<file path="config.mk">
export PLATFORM = sky130hd
export DESIGN_NAME = ordered_list_table
export DESIGN_NICKNAME = d
export VERILOG_FILES = /design/src/sv/olt_pkg.sv /design/src/sv/olt_ram.sv /design/src/sv/ordered_list_table.sv
export SDC_FILE = /design/constraint.sdc
export NUM_CORES = 1
export LEC_CHECK = 0
export BUFFER_PORTS_ARGS = -buffer_cell sky130_fd_sc_hd__buf_2
export CORE_MARGIN = 2
export CORE_UTILIZATION = 40
export CTS_CLUSTER_DIAMETER = 40
export DETAILED_ROUTE_END_ITERATION = 6
export PLACE_DENSITY = 0.65
export REMOVE_ABC_BUFFERS = 1
export SYNTH_ARGS = -nofsm -noshare
export SYNTH_HDL_FRONTEND = slang
export SYNTH_SLANG_ARGS = --single-unit
</file>
<file path="constraint.sdc">
create_clock -name clk -period 5.85 [get_ports clk]
set_input_delay 1.4625 -clock clk [delete_from_list [all_inputs] [get_ports clk]]
set_output_delay 1.4625 -clock clk [all_outputs]
set_load 0.01 [all_outputs]
</file>
<file path="src/sv/olt_pkg.sv">
// Shared types and constants for the ordered list table.
// No dependencies; imported by ordered_list_table.
`timescale 1ns / 1ps
`default_nettype none

package olt_pkg;

  localparam int OLT_DEPTH = 16;  // default list capacity
  localparam int ITEM_W    = 32;  // width of one stored value
  localparam int ACTION_W  = 3;
  localparam int STATUS_W  = 2;
  localparam int COUNT_W   = 5;   // width of the reported entry count

  typedef enum logic [ACTION_W-1:0] {
    ACT_ADD_HEAD  = 3'd0,
    ACT_ADD_TAIL  = 3'd1,
    ACT_DEL_HEAD  = 3'd2,
    ACT_DEL_TAIL  = 3'd3,
    ACT_DEL_VALUE = 3'd4,
    ACT_SEARCH    = 3'd5,
    ACT_CLEAR     = 3'd6
  } action_t;

  typedef enum logic [STATUS_W-1:0] {
    ST_DONE      = 2'd0,
    ST_EMPTY     = 2'd1,
    ST_NOT_FOUND = 2'd2,
    ST_FULL      = 2'd3
  } status_t;

  typedef enum logic [1:0] {
    S_IDLE  = 2'd0,
    S_SCAN  = 2'd1,
    S_SHIFT = 2'd2
  } state_t;

endpackage

`default_nettype wire

</file>
<file path="src/sv/olt_ram.sv">
// Generic simple dual-port RAM: one write port, one registered read port.
// No dependencies.
`timescale 1ns / 1ps
`default_nettype none

module olt_ram #(
  parameter int WIDTH = 32,
  parameter int DEPTH = 16
) (
  input  wire logic                     clk,
  input  wire logic                     wr_en,
  input  wire logic [$clog2(DEPTH)-1:0] wr_addr,
  input  wire logic [WIDTH-1:0]         wr_data,
  input  wire logic [$clog2(DEPTH)-1:0] rd_addr,
  output logic      [WIDTH-1:0]         rd_data
);

  logic [WIDTH-1:0] mem [DEPTH];

  always_ff @(posedge clk) begin
    if (wr_en) begin
      mem[wr_addr] <= wr_data;
    end
    rd_data <= mem[rd_addr];
  end

endmodule

`default_nettype wire

</file>
<file path="src/sv/ordered_list_table.sv">
// Ordered list table: top level with the ring pointers and the command sequencer.
// Depends on olt_pkg and olt_ram.
//
//   channel   | handshake            | payload
//   ----------+----------------------+-----------------------------------
//   command   | start / busy         | action, item_value
//   result    | done (1-cycle pulse) | status, found, entry_count
//
// Add head/tail, delete head/tail, clear, the unused action code and a search
// or delete-value on an empty list raise done in the cycle right after the
// accepting edge. A search or delete-value steps through the entries in order
// (the single RAM read port streams one entry a cycle), and a delete-value then
// moves each later entry up to close the gap (one RAM write a cycle). For those
// two on a non-empty list, busy stays high from the cycle after the accept until
// the done cycle, in which the next command can already be taken. Reset (rst,
// synchronous) empties the list at once; the RAM needs no clearing pass since
// only held entries are read. done cannot be stalled by the receiver.
`timescale 1ns / 1ps
`default_nettype none

module ordered_list_table
  import olt_pkg::*;
#(
  parameter int DEPTH = OLT_DEPTH
) (
  input  wire logic                       clk,
  input  wire logic                       rst,
  input  wire logic                       start,
  output logic                            busy,
  input  wire logic [ACTION_W-1:0]        action,
  input  wire logic signed [ITEM_W-1:0]   item_value,
  output logic                            done,
  output logic      [STATUS_W-1:0]        status,
  output logic                            found,
  output logic      [COUNT_W-1:0]         entry_count
);

  localparam int IW = $clog2(DEPTH);        // physical RAM index
  localparam int CW = $clog2(DEPTH + 1);    // count / logical index
  localparam int SW = CW + 1;               // head + logical sum
  localparam int EW = (CW > COUNT_W) ? CW : COUNT_W;

  // Map a logical position (0 = head) to a RAM address on the ring.
  // The sum stays below twice DEPTH, so one conditional subtract wraps it.
  function automatic logic [IW-1:0] phys(input logic [IW-1:0] h, input logic [CW-1:0] l);
    logic [SW-1:0] s;
    s = SW'(h) + SW'(l);
    if (s >= SW'(DEPTH)) begin
      s = s - SW'(DEPTH);
    end
    return s[IW-1:0];
  endfunction

  state_t            state, state_next;
  logic [IW-1:0]     hd, hd_next;          // RAM address of the head entry
  logic [CW-1:0]     cnt, cnt_next;        // entries held
  logic [CW-1:0]     idx, idx_next;        // logical position under work
  logic [ACTION_W-1:0] act_q, act_next;
  logic [ITEM_W-1:0] val_q, val_next;
  logic              done_next;
  status_t           res_status, res_status_next;
  logic              res_found, res_found_next;
  logic [COUNT_W-1:0] res_count;
  logic [EW-1:0]     cnt_ext;

  logic              we;
  logic [IW-1:0]     wa, ra;
  logic [ITEM_W-1:0] wd, rdata;

  logic [IW-1:0]     hd_dec, hd_inc;
  logic [CW-1:0]     cnt_m1, idx_p1, idx_p2;
  logic              is_full, is_empty;

  olt_ram #(
    .WIDTH (ITEM_W),
    .DEPTH (DEPTH)
  ) u_ram (
    .clk     (clk),
    .wr_en   (we),
    .wr_addr (wa),
    .wr_data (wd),
    .rd_addr (ra),
    .rd_data (rdata)
  );

  assign hd_dec   = (hd == '0) ? IW'(DEPTH - 1) : hd - IW'(1);
  assign hd_inc   = (hd == IW'(DEPTH - 1)) ? '0 : hd + IW'(1);
  assign cnt_m1   = cnt - CW'(1);
  assign idx_p1   = idx + CW'(1);
  assign idx_p2   = idx + CW'(2);
  assign is_full  = (cnt == CW'(DEPTH));
  assign is_empty = (cnt == '0);
  assign cnt_ext  = EW'(cnt_next);

  always_ff @(posedge clk) begin
    if (rst) begin
      state <= S_IDLE;
      hd    <= '0;
      cnt   <= '0;
      done  <= 1'b0;
    end else begin
      state <= state_next;
      hd    <= hd_next;
      cnt   <= cnt_next;
      done  <= done_next;
    end
  end

  // Working and result payload: no reset needed.
  always_ff @(posedge clk) begin
    idx        <= idx_next;
    act_q      <= act_next;
    val_q      <= val_next;
    res_status <= res_status_next;
    res_found  <= res_found_next;
    if (done_next) begin
      res_count <= cnt_ext[COUNT_W-1:0];
    end
  end

  always_comb begin
    state_next      = state;
    hd_next         = hd;
    cnt_next        = cnt;
    idx_next        = idx;
    act_next        = act_q;
    val_next        = val_q;
    done_next       = 1'b0;
    res_status_next = res_status;
    res_found_next  = res_found;
    we              = 1'b0;
    wa              = phys(hd, idx);
    wd              = item_value;
    ra              = hd;

    unique case (state)
      S_IDLE: begin
        if (start) begin
          act_next        = action;
          val_next        = item_value;
          done_next       = 1'b1;
          res_status_next = ST_DONE;
          res_found_next  = 1'b0;
          unique case (action)
            ACT_ADD_HEAD: begin
              if (is_full) begin
                res_status_next = ST_FULL;
              end else begin
                // step the head back one slot and write there
                we       = 1'b1;
                wa       = hd_dec;
                hd_next  = hd_dec;
                cnt_next = cnt + CW'(1);
              end
            end
            ACT_ADD_TAIL: begin
              if (is_full) begin
                res_status_next = ST_FULL;
              end else begin
                we       = 1'b1;
                wa       = phys(hd, cnt);
                cnt_next = cnt + CW'(1);
              end
            end
            ACT_DEL_HEAD: begin
              if (is_empty) begin
                res_status_next = ST_EMPTY;
              end else begin
                hd_next  = hd_inc;
                cnt_next = cnt_m1;
              end
            end
            ACT_DEL_TAIL: begin
              if (is_empty) begin
                res_status_next = ST_EMPTY;
              end else begin
                cnt_next = cnt_m1;
              end
            end
            ACT_DEL_VALUE, ACT_SEARCH: begin
              if (is_empty) begin
                res_status_next = ST_NOT_FOUND;
              end else begin
                // read the head now, compare it next cycle
                done_next  = 1'b0;
                idx_next   = '0;
                ra         = hd;
                state_next = S_SCAN;
              end
            end
            ACT_CLEAR: begin
              cnt_next = '0;
            end
            default: begin
              // unused code: report done, change nothing
            end
          endcase
        end
      end

      S_SCAN: begin
        // rdata holds position idx; fetch the next one meanwhile
        ra = phys(hd, idx_p1);
        if (rdata == val_q) begin
          if (act_q == ACT_SEARCH) begin
            done_next       = 1'b1;
            res_status_next = ST_DONE;
            res_found_next  = 1'b1;
            state_next      = S_IDLE;
          end else if (idx == cnt_m1) begin
            // match is the tail: nothing to move
            cnt_next        = cnt_m1;
            done_next       = 1'b1;
            res_status_next = ST_DONE;
            res_found_next  = 1'b1;
            state_next      = S_IDLE;
          end else begin
            // position idx+1 is already being read: start closing the gap
            state_next = S_SHIFT;
          end
        end else if (idx == cnt_m1) begin
          done_next       = 1'b1;
          res_status_next = ST_NOT_FOUND;
          res_found_next  = 1'b0;
          state_next      = S_IDLE;
        end else begin
          idx_next = idx_p1;
        end
      end

      S_SHIFT: begin
        // rdata holds position idx+1: move it up to idx. The read two ahead
        // never touches a slot written in this pass, so no forwarding.
        we = 1'b1;
        wa = phys(hd, idx);
        wd = rdata;
        ra = phys(hd, idx_p2);
        if (idx_p1 == cnt_m1) begin
          cnt_next        = cnt_m1;
          done_next       = 1'b1;
          res_status_next = ST_DONE;
          res_found_next  = 1'b1;
          state_next      = S_IDLE;
        end else begin
          idx_next = idx_p1;
        end
      end

      default: begin
        state_next = S_IDLE;
      end
    endcase
  end

  assign busy        = (state != S_IDLE);
  assign status      = res_status;
  assign found       = res_found;
  assign entry_count = res_count;

endmodule

`default_nettype wire
</file>
==> qor.txt, run 1 <==
outcome = complete, no violations
detailed-router iteration count before antenna repair = 7
number of cells upsized or downsized after cts = 0
launch instance of the worst min-delay path = state[1]$_SDFFE_PP0P_
number of antenna diodes = 0
largest area contributor in the netlist = edfxtp_1
remaining global-route overflow = 0
number of synthesized flops with an enable pin = 560
most common cell after layout, fill and taps aside = edfxtp_1
Cell Chain, Critical Path = buf_2, nand2b_1, a21oi_1, nand4_1, o41ai_1, nand2_1, nor2_4, buf_4
depth of the CTS H-tree = 3
post-route core utilization = 47.4%
FFs w/ async S/R, synth = 0%
Worst-Skew Late Latency = 0.63 ns
top cell type's share of synthesized area = 67.4%
data required time at the worst endpoint = 6.12 ns
peak fanout along the critical path = 21
clock tree from TritonCTS = yes
main combinational cell family by area after synthesis = compound AO/OA/AOI/OAI gates
antenna violations before repair = 0
part of the Yosys area used for sequential elements = 70.9%
Routed WL = 59,100 µm
cell family with the largest share of critical-path delay = simple AND/OR/NAND/NOR gates
Wirelength per Cell = 21.4 µm
Post-Place Cell Area = 26,300 µm²
Initial DRC Count = 1,475
number of max-capacitance violations reported = 0
area grow syn2layout = 17.2%
final setup violation count = 0
wire length of the first global-routing pass = 89,700 µm
std cell rows = 91
total count of hold-check failures in the final report = 0
setup_tns = 0 ns
maximum number of pins on one net before global-route repair = 147
chip width = 254 µm
netlist area before placement = 25,000 µm²
clock transition at the registers of the reported paths = 0.05 ns
Cells after Synth = 1,810
routed via count divided by cell count = 5.52
total number of clock tree sinks = 604
top-level I/O count = 48
input/output buffers = 47
Max Root-Sink Buffers = 3
RSZ-0062 raised after global routing = false
placed instance count = 2,600
summed area of non-filler cells in the final layout = 29,300 µm²
DIE AREA = 64,400 µm²
primary flip-flop cell chosen by synthesis mapping = edfxtp_1
Achievable Freq = 0.227 GHz
Slew headroom = 34.2%
mux cell area share after synthesis = 1.69%
clock buffers created by TritonCTS = 85
sort of element at the start of the critical path = input port
simple-gate share of the synthesized area = 9.68%
Critical path buffers and inverters = 2
final worst path period need = 4.41 ns
leakage power figure = 9.53 nW
Max stage delay on crit path = 0.67 ns
leading cell types in the layout, fill and taps excluded = edfxtp_1 (560), nand2_1 (286), a211oi_1 (161)
dpl ws = 0.872 ns
syn avg cell area = 13.8 µm²
Worst Max-Slew Pin Slew = 0.982 ns
xor and xnor area share after synthesis = 2.33%
CP endpoint kind = flip-flop
fraction of layout instances using a drive strength above 1 = 15.2%
initial cell density of the core = 40.5%
register area = 17,700 µm²
Max VDD drop = 0.358 mV
compound-gate portion of the synthesized area = 12.0%
Cell variety after synth = 61
total global routing track utilization = 18.3%
via count of the first global-routing pass = 14,800
multi-input combinational cell area = 6880 µm²
worst path arrival time = 4.68 ns
worst setup slack after layout = 1.44 ns
clock tree skew after final layout = 0.0211 ns
startpoint-to-endpoint class of the critical path = input port to flip-flop
final standard cell count with taps included and fillers excluded = 2,756
pwr dens = 467 nW/µm²
Post-Synth Adder-Cell Area = 1.19%
Critical Path Source = action[0]
number of filler cells placed in the layout = 5,326
Die Ht = 254 µm
max-slew violation count = 0
Total Nets Final = 1,910
share of the clock period used by the worst path = 75.4%
biggest area contributors in the synthesized netlist = edfxtp_1 (67%), a211oi_1 (4.8%), nand2_1 (4.3%), dfxtp_1 (3.5%), and2_1 (2.4%)
Reg-to-Reg Start = cnt[0]$_SDFF_PP0_
Seq cells post-synth = 604
synthesis warning total = 0
routability cong. = 0.856
post-CTS setup-driven buffer insertion count = 0
DP HPWL = 33,200 µm
hold buffer count at CTS = 0
DR DRC count = 0
Std-Cell Core Area = 61,700 µm²
slowest cell on the critical path = o41ai_1
ANT nets after route = 0
total via count in the routed design = 15,200
hold crit path type = flip-flop to flip-flop
root buffer cell = clkbuf_16
## synth_stat cells (34+ instances only)
cell and number:
edfxtp_1 560, nand2_1 286, a211oi_1 161, clkbuf_1 96, and2_1 95, a21oi_1 84, a31oi_1 71, a311oi_1 64
dfxtp_1 44, nor2_1 41, xor2_1 39, and2_0 38, mux2_2 34
## cell families (layout without fill, tap and decap cells)
kind of cell    Yosys count  count (layout)
compound gates          430             430
xor+xnor                 64              64
fa+ha+maj                22              22
buf+inv                 141             250
flops                   604             604
mux                      38              38
simple gates            511             511
## state kept, by name (all words and copies together) (netlist names)
signal	flops
entry_count	5
idx	5
done	1
act_q	3
u_ram.rd_data	32
hd	4
found	1
u_ram.mem	512
status	2
val_q	32
cnt	5
state	2
## area by class of cell
cell class,instances,area share (%)
Clock buffer,96,7.66
Clock inverter,60,2.28
Inverter,17,0.218
Multi-Input combinational cell,1065,23.5
Sequential cell,604,60.5
Tap cell,837,3.58
Timing Repair Buffer,77,2.26
## per-layer routing
layer	share of wire [%]	GRT usage, %
met5	0	0
met4	1.8	5.29
met3	6.7	3.40
met2	47	29.3
met1	44	25.7
## final timing paths
check / cells past startpoint / end / slack [ns]
worst max-delay path: 8 / u_ram.mem[11][5]$_DFFE_PP_ / 1.44
worst min-delay path: 2 / state[1]$_SDFFE_PP0P_ / 0.51
worst max register to register: 8 / u_ram.mem[11][5]$_DFFE_PP_ / 1.82
worst min register to register: 2 / state[1]$_SDFFE_PP0P_ / 0.51
## stage by stage
stage	hold WS, ns	power, W
after detailed placement	0.506	0.00855
after CTS	0.513	0.0137
after floorplan	0.468	0.00763
after global routing	0.531	0.0142
final	0.512	0.0136
after global placement	0.487	0.00851
## worst min-delay path, stage by stage, from the launching register on
cell	delay, ns
dfxtp_1	0.34
nand2_1	0.06
mux2i_1	0.06
## report_power, final
part | total (W) | switching (W) | internal, W
clock network | 0.00517 | 0.00197 | 0.00320
logic | 0.00325 | 0.00219 | 0.00105
registers | 0.00523 | 0.000166 | 0.00507
total | 0.0136 | 0.00432 | 0.00933
Power figures use the tool's default switching activity.
==> run 2: changes to the inputs <==
--- a/config.mk
+++ b/config.mk
@@ -10,7 +10,7 @@
 export CORE_UTILIZATION = 40
 export CTS_CLUSTER_DIAMETER = 40
 export DETAILED_ROUTE_END_ITERATION = 6
-export PLACE_DENSITY = 0.65
+export PLACE_DENSITY = 0.67
 export REMOVE_ABC_BUFFERS = 1
 export SYNTH_ARGS = -nofsm -noshare
 export SYNTH_HDL_FRONTEND = slang
==> constraint.sdc (replaced) <==
create_clock -name clk -period 3.8 [get_ports clk]
set_input_delay 0.95 -clock clk [delete_from_list [all_inputs] [get_ports clk]]
set_output_delay 0.95 -clock clk [all_outputs]
set_load 0.01 [all_outputs]
==> run 2 against run 1 <==
Final cell count grew 1.3%. Sequential power grew 54%. Utilization up 0.69 points. Routed wire length is 0.26% higher. Global-route usage increased by 0.18 points. Design area increased by 1.5%. Worst setup slack worse by 0.97 ns. Clock skew is 0.0046 ns higher. Clock-buffer cell count down 5. Combinational power is 62% higher. Critical path type is now flip-flop to flip-flop.
==> qor.txt, run 2 (synthesized netlist as in run 1, its figures left out) <==
DP HPWL = 34,600 µm (+4.1%)
share of the clock period used by the worst path = 87.8%
most common cell after layout, fill and taps aside = edfxtp_1
R2R Path End = u_ram.mem[0][2]$_DFFE_PP_
DIE AREA = 64,400 µm² (unchanged)
Worst R2R Path Depth = 10 (+2)
Std-Cell Core Area = 61,700 µm² (unchanged)
worst path arrival time = 3.63 ns (-1.05 ns)
clock tree from TritonCTS = yes
hold crit path type = flip-flop to flip-flop
routed via count divided by cell count = 5.51 (-0.25%)
via count of the first global-routing pass = 15,200 (+3.0%)
Achievable Freq = 0.300 GHz
fraction of layout instances using a drive strength above 1 = 16.6% (+1.4 points)
data required time at the worst endpoint = 4.10 ns (-2.02 ns)
post-route core utilization = 48.1% (+0.69 points)
Slew headroom = 48.7% (+15 points)
chip width = 254 µm (unchanged)
fraction of power consumed by combinational cells = 25.1% (+1.3 points)
end point of the critical path = u_ram.mem[0][2]$_DFFE_PP_
total via count in the routed design = 15,400 (+1.1%)
pwr dens = 706 nW/µm² (+51%)
total number of clock tree sinks = 604 (unchanged)
fraction of power spent switching nets = 32.0% (+0.33 points)
Internal Pwr Total = 0.0142 W (+53%)
initial cell density of the core = 40.5% (unchanged)
ANT nets after route = 0 (unchanged)
detailed-router iteration count before antenna repair = 5 (-2)
hold buffer count at CTS = 0 (unchanged)
number of cells upsized or downsized after cts = 0 (unchanged)
Worst Max-Slew Pin Slew = 0.769 ns (-0.213 ns)
register area = 17,700 µm² (unchanged)
Initial DRC Count = 1,470 (-0.34%)
final worst path period need = 3.34 ns
Max Root-Sink Buffers = 3 (unchanged)
clock tree skew after final layout = 0.0257 ns (+0.00465 ns)
clock network fraction of design power = 36.5% (-1.4 points)
leakage power figure = 9.76 nW (+2.4%)
CP endpoint kind = flip-flop
sequential power share = 38.4% (about the same)
Total Nets Final = 1,946 (+1.9%)
clock transition at the registers of the reported paths = 0.05 ns (about the same)
wire length of the first global-routing pass = 90,700 µm (+1.1%)
root buffer cell = clkbuf_16
sort of element at the start of the critical path = flip-flop
multi-input combinational cell area = 6880 µm² (unchanged)
depth of the CTS H-tree = 3 (unchanged)
routability cong. = 0.865 (+1.1%)
Routed WL = 59,200 µm (+0.26%)
switching power total = 0.00671 W (+55%)
DR DRC count = 0 (unchanged)
final setup violation count = 0 (unchanged)
Reg-to-Reg Start = cnt[1]$_SDFF_PP0_
input/output buffers = 47 (unchanged)
maximum number of pins on one net before global-route repair = 88 (-40%)
Wirelength per Cell = 21.2 µm (-1.1%)
leading cell types in the layout, fill and taps excluded = edfxtp_1 (560), nand2_1 (286), a211oi_1 (161)
startpoint-to-endpoint class of the critical path = flip-flop to flip-flop
peak fanout along the critical path = 26 (+24%)
Most flops, register = u_ram.mem
top-level I/O count = 48 (unchanged)
post-CTS setup-driven buffer insertion count = 0 (unchanged)
outcome = complete, no violations
setup_tns = 0 ns (unchanged)
register-to-register setup slack = 0.46 ns (-1.36 ns)
clock buffers created by TritonCTS = 81 (-4.7%)
RSZ-0062 raised after global routing = false
number of filler cells placed in the layout = 5,253 (-1.4%)
max-slew violation count = 0 (unchanged)
antenna violations before repair = 1 (+1)
Die Ht = 254 µm (unchanged)
remaining global-route overflow = 0 (unchanged)
Max VDD drop = 0.427 mV (+19%)
Hold Worst Slack = 0.500 ns (-0.0114 ns)
Critical Path Source = cnt[1]$_SDFF_PP0_
total count of hold-check failures in the final report = 0 (unchanged)
total global routing track utilization = 18.5% (+0.18 points)
std cell rows = 91 (unchanged)
area grow syn2layout = 18.9%
leading registers by flop count = u_ram.mem x512, u_ram.rd_data x32, val_q x32
Worst-Skew Late Latency = 0.63 ns (about the same)
max reg flops = 512 (unchanged)
number of max-capacitance violations reported = 0 (unchanged)
run 2: cell types whose count changed in the layout (fill, tap and decap cells not counted), sizes merged:
cell      previous run  this run
clkbuf              96        91
bufinv               9         8
clkinv              19        27
buf                 77       117
inv                 36        37
diode                0         1
clkinvlp            13         6
run 2: worst min-delay path by stage:
stage	depth (start not counted)	slack, ns	end	start
after floorplan	2	0.47	state[1]$_SDFFE_PP0P_	state[1]$_SDFFE_PP0P_
after global placement	2	0.49	state[1]$_SDFFE_PP0P_	state[1]$_SDFFE_PP0P_
after detailed placement	2	0.50	state[1]$_SDFFE_PP0P_	state[1]$_SDFFE_PP0P_
after CTS	1	0.48	val_q[23]$_DFFE_PP_	item_value[23]
after global routing	1	0.50	val_q[23]$_DFFE_PP_	item_value[23]
final	2	0.50	state[1]$_SDFFE_PP0P_	state[1]$_SDFFE_PP0P_
run 2: through the flow:
stage	setup slack, ns	cells	total power [W]	cell area (µm²)
2_1_floorplan	-6.79	1686	0.0114	24500
3_3_place_gp	0.184	2640	0.0133	26900
3_5_place_dp	0.125	2640	0.0134	26900
4_1_cts	0.488	2792	0.0211	29700
5_1_grt	0.258	2792	0.0219	29700
6_report	0.465	2793	0.0210	29700
run 2: layout make-up:
class | instances | share of cell area, %
sequential | 604 | 59.6
multi-input combinational | 1065 | 23.2
clock buffer | 91 | 6.99
timing repair buffer | 117 | 4.08
tap | 837 | 3.53
clock inverter | 61 | 2.39
inverter | 17 | 0.215
antenna | 1 | 0.00843
run 2: metal layers:
layer	GRT usage [%]	routed length (µm)
met1	25.4	25900
met2	29.6	27900
met3	3.68	3730
met4	6.18	1680
met5	0	0
run 2: power groups by stage:
stage          clock, W  sequential (W)  combinational, W
6_report        0.00765         0.00804           0.00526
5_1_grt         0.00805         0.00809           0.00578
4_1_cts         0.00776         0.00805           0.00527
3_5_place_dp          0         0.00818           0.00523
3_3_place_gp          0         0.00817           0.00516
2_1_floorplan         0         0.00814           0.00321
run 2: worst max-delay path, cell delays in order (launching register included):
cell      delay [ns]
dfxtp_1         0.42
inv_1           0.10
ha_1            0.31
or4bb_1         0.59
nand4_1         0.24
buf_4           0.21
nand3b_1        0.08
o21ai_0         0.15
nand2_1         0.30
nor2_4          0.34
buf_12          0.27
